## src/design/srs_pkg.sv

```systemverilog
// Shared types and constants for the signed radix sorter.
package srs_pkg;

    localparam int DEF_CAPACITY   = 64;
    localparam int DEF_DIGIT_BITS = 11;
    localparam int VALUE_W        = 32;
    localparam logic [VALUE_W-1:0] SIGN_FLIP = 32'h8000_0000;
    localparam logic [1:0] ADDR_DESCENDING = 2'd0;

    typedef enum logic [2:0] {
        ST_LOAD,
        ST_CLEAR,
        ST_COUNT,
        ST_PREFIX,
        ST_SCATTER,
        ST_EMIT
    } state_t;

    typedef struct packed {
        logic load;
        logic start_sort;
        logic start_clear;
        logic clear_step;
        logic count_step;
        logic prefix_step;
        logic scatter_step;
        logic next_pass;
        logic emit_step;
        logic finish;
    } cmd_t;

    typedef struct packed {
        logic clear_done;
        logic count_done;
        logic prefix_done;
        logic scatter_done;
        logic sort_done;
        logic emit_last;
    } status_t;

endpackage

```

## src/design/srs_ctrl.sv

```systemverilog
// Sequencing state machine for load, clear, count, prefix, scatter and emit.
module srs_ctrl (
    input  logic             clk,
    input  logic             rst_n,
    input  logic             in_fire,
    input  logic             in_last,
    input  logic             out_busy,
    input  srs_pkg::status_t status,
    output srs_pkg::cmd_t    cmd,
    output logic             in_ready,
    output logic             emitting
);
    import srs_pkg::*;

    state_t state_reg, state_next;

    always_ff @(posedge clk or negedge rst_n)
    begin
        if (!rst_n)
        begin
            state_reg <= ST_LOAD;
        end
        else
        begin
            state_reg <= state_next;
        end
    end

    always_comb
    begin
        state_next = state_reg;
        cmd = '0;
        in_ready = 1'b0;
        emitting = 1'b0;
        case (state_reg)
            ST_LOAD:
            begin
                in_ready = 1'b1;
                if (in_fire)
                begin
                    cmd.load = 1'b1;
                    if (in_last)
                    begin
                        cmd.start_sort = 1'b1;
                        state_next = ST_CLEAR;
                    end
                end
            end
            ST_CLEAR:
            begin
                cmd.clear_step = 1'b1;
                if (status.clear_done)
                begin
                    state_next = ST_COUNT;
                end
            end
            ST_COUNT:
            begin
                cmd.count_step = 1'b1;
                if (status.count_done)
                begin
                    state_next = ST_PREFIX;
                end
            end
            ST_PREFIX:
            begin
                cmd.prefix_step = 1'b1;
                if (status.prefix_done)
                begin
                    state_next = ST_SCATTER;
                end
            end
            ST_SCATTER:
            begin
                cmd.scatter_step = 1'b1;
                if (status.scatter_done)
                begin
                    cmd.next_pass = 1'b1;
                    if (status.sort_done)
                    begin
                        state_next = ST_EMIT;
                    end
                    else
                    begin
                        cmd.start_clear = 1'b1;
                        state_next = ST_CLEAR;
                    end
                end
            end
            ST_EMIT:
            begin
                emitting = 1'b1;
                if (!out_busy)
                begin
                    cmd.emit_step = 1'b1;
                    if (status.emit_last)
                    begin
                        cmd.finish = 1'b1;
                        state_next = ST_LOAD;
                    end
                end
            end
            default:
            begin
                state_next = ST_LOAD;
            end
        endcase
    end
endmodule

```

## config.mk

```make
export PLATFORM = sky130hd
export DESIGN_NAME = srs_ctrl
export DESIGN_NICKNAME = d
export VERILOG_FILES = /design/src/design/srs_pkg.sv /design/src/design/srs_ctrl.sv
export SDC_FILE = /design/constraint.sdc
export NUM_CORES = 1
export LEC_CHECK = 0
export ABC_AREA = 1
export BUFFER_PORTS_ARGS = -buffer_cell sky130_fd_sc_hd__buf_4
export CAP_MARGIN = 20
export CELL_PAD_IN_SITES_DETAIL_PLACEMENT = 0
export CELL_PAD_IN_SITES_GLOBAL_PLACEMENT = 1
export CORE_MARGIN = 1.5
export CORE_UTILIZATION = 26
export CTS_BUF_LIST = sky130_fd_sc_hd__clkbuf_16
export CTS_CLUSTER_DIAMETER = 150
export DETAILED_ROUTE_END_ITERATION = 7
export GPL_ROUTABILITY_DRIVEN = 0
export GPL_TIMING_DRIVEN = 0
export PLACE_DENSITY_LB_ADDON = 0.1
export SLEW_MARGIN = 25
export SYNTH_ARGS = -nofsm -noshare
export SYNTH_HDL_FRONTEND = slang
export SYNTH_SLANG_ARGS = --single-unit
```

## constraint.sdc

```tcl
create_clock -name clk -period 2.2 [get_ports clk]
set_input_delay 0.11 -clock clk [delete_from_list [all_inputs] [get_ports clk]]
set_output_delay 0.11 -clock clk [all_outputs]
set_load 0.01 [all_outputs]
```

==> flow_summary_export.csv <==
group,metric,value,unit
synthesis,syn_avg_cell_area,5.99,um2
final_layout,layout.nets,100,
grt,grt_max_degree,10,
synthesis,synthesis.area,365,um2
run_status,outcome,"finished clean",
sta,rsz0062_at_grt,"no",
synthesis,ys_top_cells_by_area,"dfrtp_1, nand2_1, nor2_4",
final_layout,final_cells,103,
floorplanning,rows,13,
final_layout,drive_gt1_share,44.3,%
critical_path,crit_path_max_fanout,8,
placement,place_ws,986,ps
clock_network,cts_sinks,3,
synthesis,synth_top_area_cell,"dfrtp_1",
synthesis,ys_seq_area_share,20.5,%
critical_path,critical-path-top-delay-family,"buffers and inverters",
clock_network,clk_pin_slew_worst_paths,30,ps
floorplanning,initial_core_util,28.1,%
critical_path,crit_path_start_kind,"flop",
critical_path,cp_slowest_stage_delay,340,ps
sta,setup_ws,777,ps
sta,min_period,1420,ps
final_layout,fillCellCount,149,
floorplanning,core,1300,um2
clock_network,clock_path_buffers,2,
clock_network,cts_max_level,1,
critical_path,cp_cell_sequence,"buf_4 -> nor2_4 -> inv_1 -> nor2_1 -> inv_1 -> nor2_1 -> buf_4",
sta,hold_viol,0,
clock_network,cts_tree,"done",
synthesis,async_reset_ff_share,100,%
critical_path,critPathKind,"flop to output port",
synthesis,netlist_top_cells_count,"nand2_1, inv_1, nor2_1, nand3_1, nor2_4",
sta,final_max_slew_viol_count,0,
floorplanning,die_h,40.5,um
clock_network,cts_buffers,3,
routing,drt_pass1_iterations,3,
clock_network,cts_root_buf,"clkbuf_16",
critical_path,cp.required,2090,ps
sta,tns,0,ps
routing,wirelength,795,um
hold_path,hold_path_class,"input port to async pin",
synthesis,synth-warning-count,0,
routing,drt.antenna.violating_nets,0,
grt,grt_pass1_wl,1370,um
critical_path,cp_data_arrival_time,1310,ps
sta,finalCritPeriodShare,64.7,%
final_layout,largest_register_ffs,3,
synthesis,yosysMostFrequentCell,"nand2_1",
routing,drt-initial-drc-count,3,
sta,max_freq,703,MHz
floorplanning,dieArea,1640,um2
sta,slew_headroom,80.4,%
synthesis,synth-seq-cells,3,
power,powerDensity,1340,nW/um2
clock_network,clk_latency,220,ps
synthesis,synth_top_cell_area_share,20.5,%
routing,vias_per_cell,4.13,
grt,track_usage,13.7,%
clock_network,post_cts.repair.setup_buffers,0,
sta,skew,2.41,ps
critical_path,worst-path-buf-inv,4,
grt,overflow,0,
grt,grt_pass1_vias,358,
sta,tightest_slew,294,ps
critical_path,slowest_stage,"dfrtp_1",
flow_run,cap_violations,0,
placement,post-place-cells,98,
placement,place.port_buffers,22,
sta,final-setup-viol-count,0,
power,power,853,uW
critical_path,rrSetupSlack,990,ps
synthesis,synth_edf_count,0,
routing,vias,425,
final_layout,diodes,0,
floorplanning,die_x,40.5,um
floorplanning,num_io_pins,23,
synthesis,synth_top_flop_cell,"dfrtp_1",
final_layout,area_delta_synth_final,74.7,%
power,p_leak,0.000383,uW
routing,drc,0,
placement,dpl.hpwl,636,um
power,ir_drop,0.396,mV
synthesis,synth.distinct_cells,15,
grt,antenna_found_initial,0,
routing,wire_per_inst,7.72,um
final_layout,fin_util,49.0,%
synthesis,syn_nets,72,
synthesis,netlist_instances,61,
critical_path,crit_path_end_kind,"output port",
-- placed cells by master (no fill, tap or decap) --
master / synthesis / routed
nand3_2: 1 / 1
clkbuf_16: 0 / 3
nand2_4: 1 / 1
dfrtp_1: 3 / 3
nor2_1: 7 / 7
nor2_2: 2 / 2
nand3_1: 6 / 6
nor3_1: 3 / 3
inv_2: 2 / 2
a21oi_1: 1 / 1
nand2_1: 16 / 16
nand2_2: 1 / 1
buf_4: 2 / 24
dlygate4sd3_1: 0 / 1
inv_1: 11 / 12
nor2_4: 4 / 4
clkinv_2: 1 / 1
-- cell type report --
class | instances | area, um2 | share of cell area (%)
sequential | 3 | 75.1 | 11.8
buffer | 2 | 15.0 | 2.35
clock inverter | 1 | 3.75 | 0.588
tap | 15 | 18.8 | 2.94
clock buffer | 3 | 75.1 | 11.8
inverter | 14 | 53.8 | 8.43
timing repair buffer | 23 | 175 | 27.5
multi-input combinational | 42 | 221 | 34.7
-- report_power, final --
group          switching, uW  leakage [uW]  internal, uW  total [uW]
clock network           49.0     0.0000423           234         283
registers               26.3     0.0000376          80.9         107
logic                    257      0.000303           206         463
-- cell families after synthesis --
| logic type | Yosys count | share of synthesized area [%] |
|---|---|---|
| AO/OA/AOI/OAI | 1 | 1.37 |
| buffers and inverters | 16 | 18.8 |
| AND/OR/NAND/NOR | 41 | 59.2 |
| flip-flops | 3 | 20.5 |
-- worst paths after layout --
kind	to	start	cells past startpoint
setup / recovery	cmd[8]	state_reg[0]	7
hold / removal	state_reg[1]	rst_n	2
setup reg to reg	state_reg[1]	state_reg[2]	9
hold reg to reg	state_reg[0]	state_reg[0]	3
max in group asynchronous	state_reg[0]	rst_n	2
min in group clk	state_reg[2]	status[1]	5
-- per-layer routing --
metal	vias to the layer above	GRT usage (%)	part of all wire, %
li1	233	-	-
met1	169	13.7	44
met2	18	20.6	41
met3	5	5.00	8.6
met4	0	15.0	5.4
met5	-	0	0
-- per-stage QoR --
step	hold WS, ps	area [um2]
after detailed placement	-99.9	549
after global routing	239	638
final	215	638
after global placement	-100	549
after CTS	213	638
after floorplan	-186	365
-- timing repair --
| action | in CTS | in global routing |
|---|---|---|
| endpoints found under the setup margin | 0 | 0 |
| resized for setup | 0 | 0 |
| hold buffers | 1 | 0 |
| hold endpoints to repair | 3 | 0 |
No activity file was read; power rests on OpenSTA's default activity.
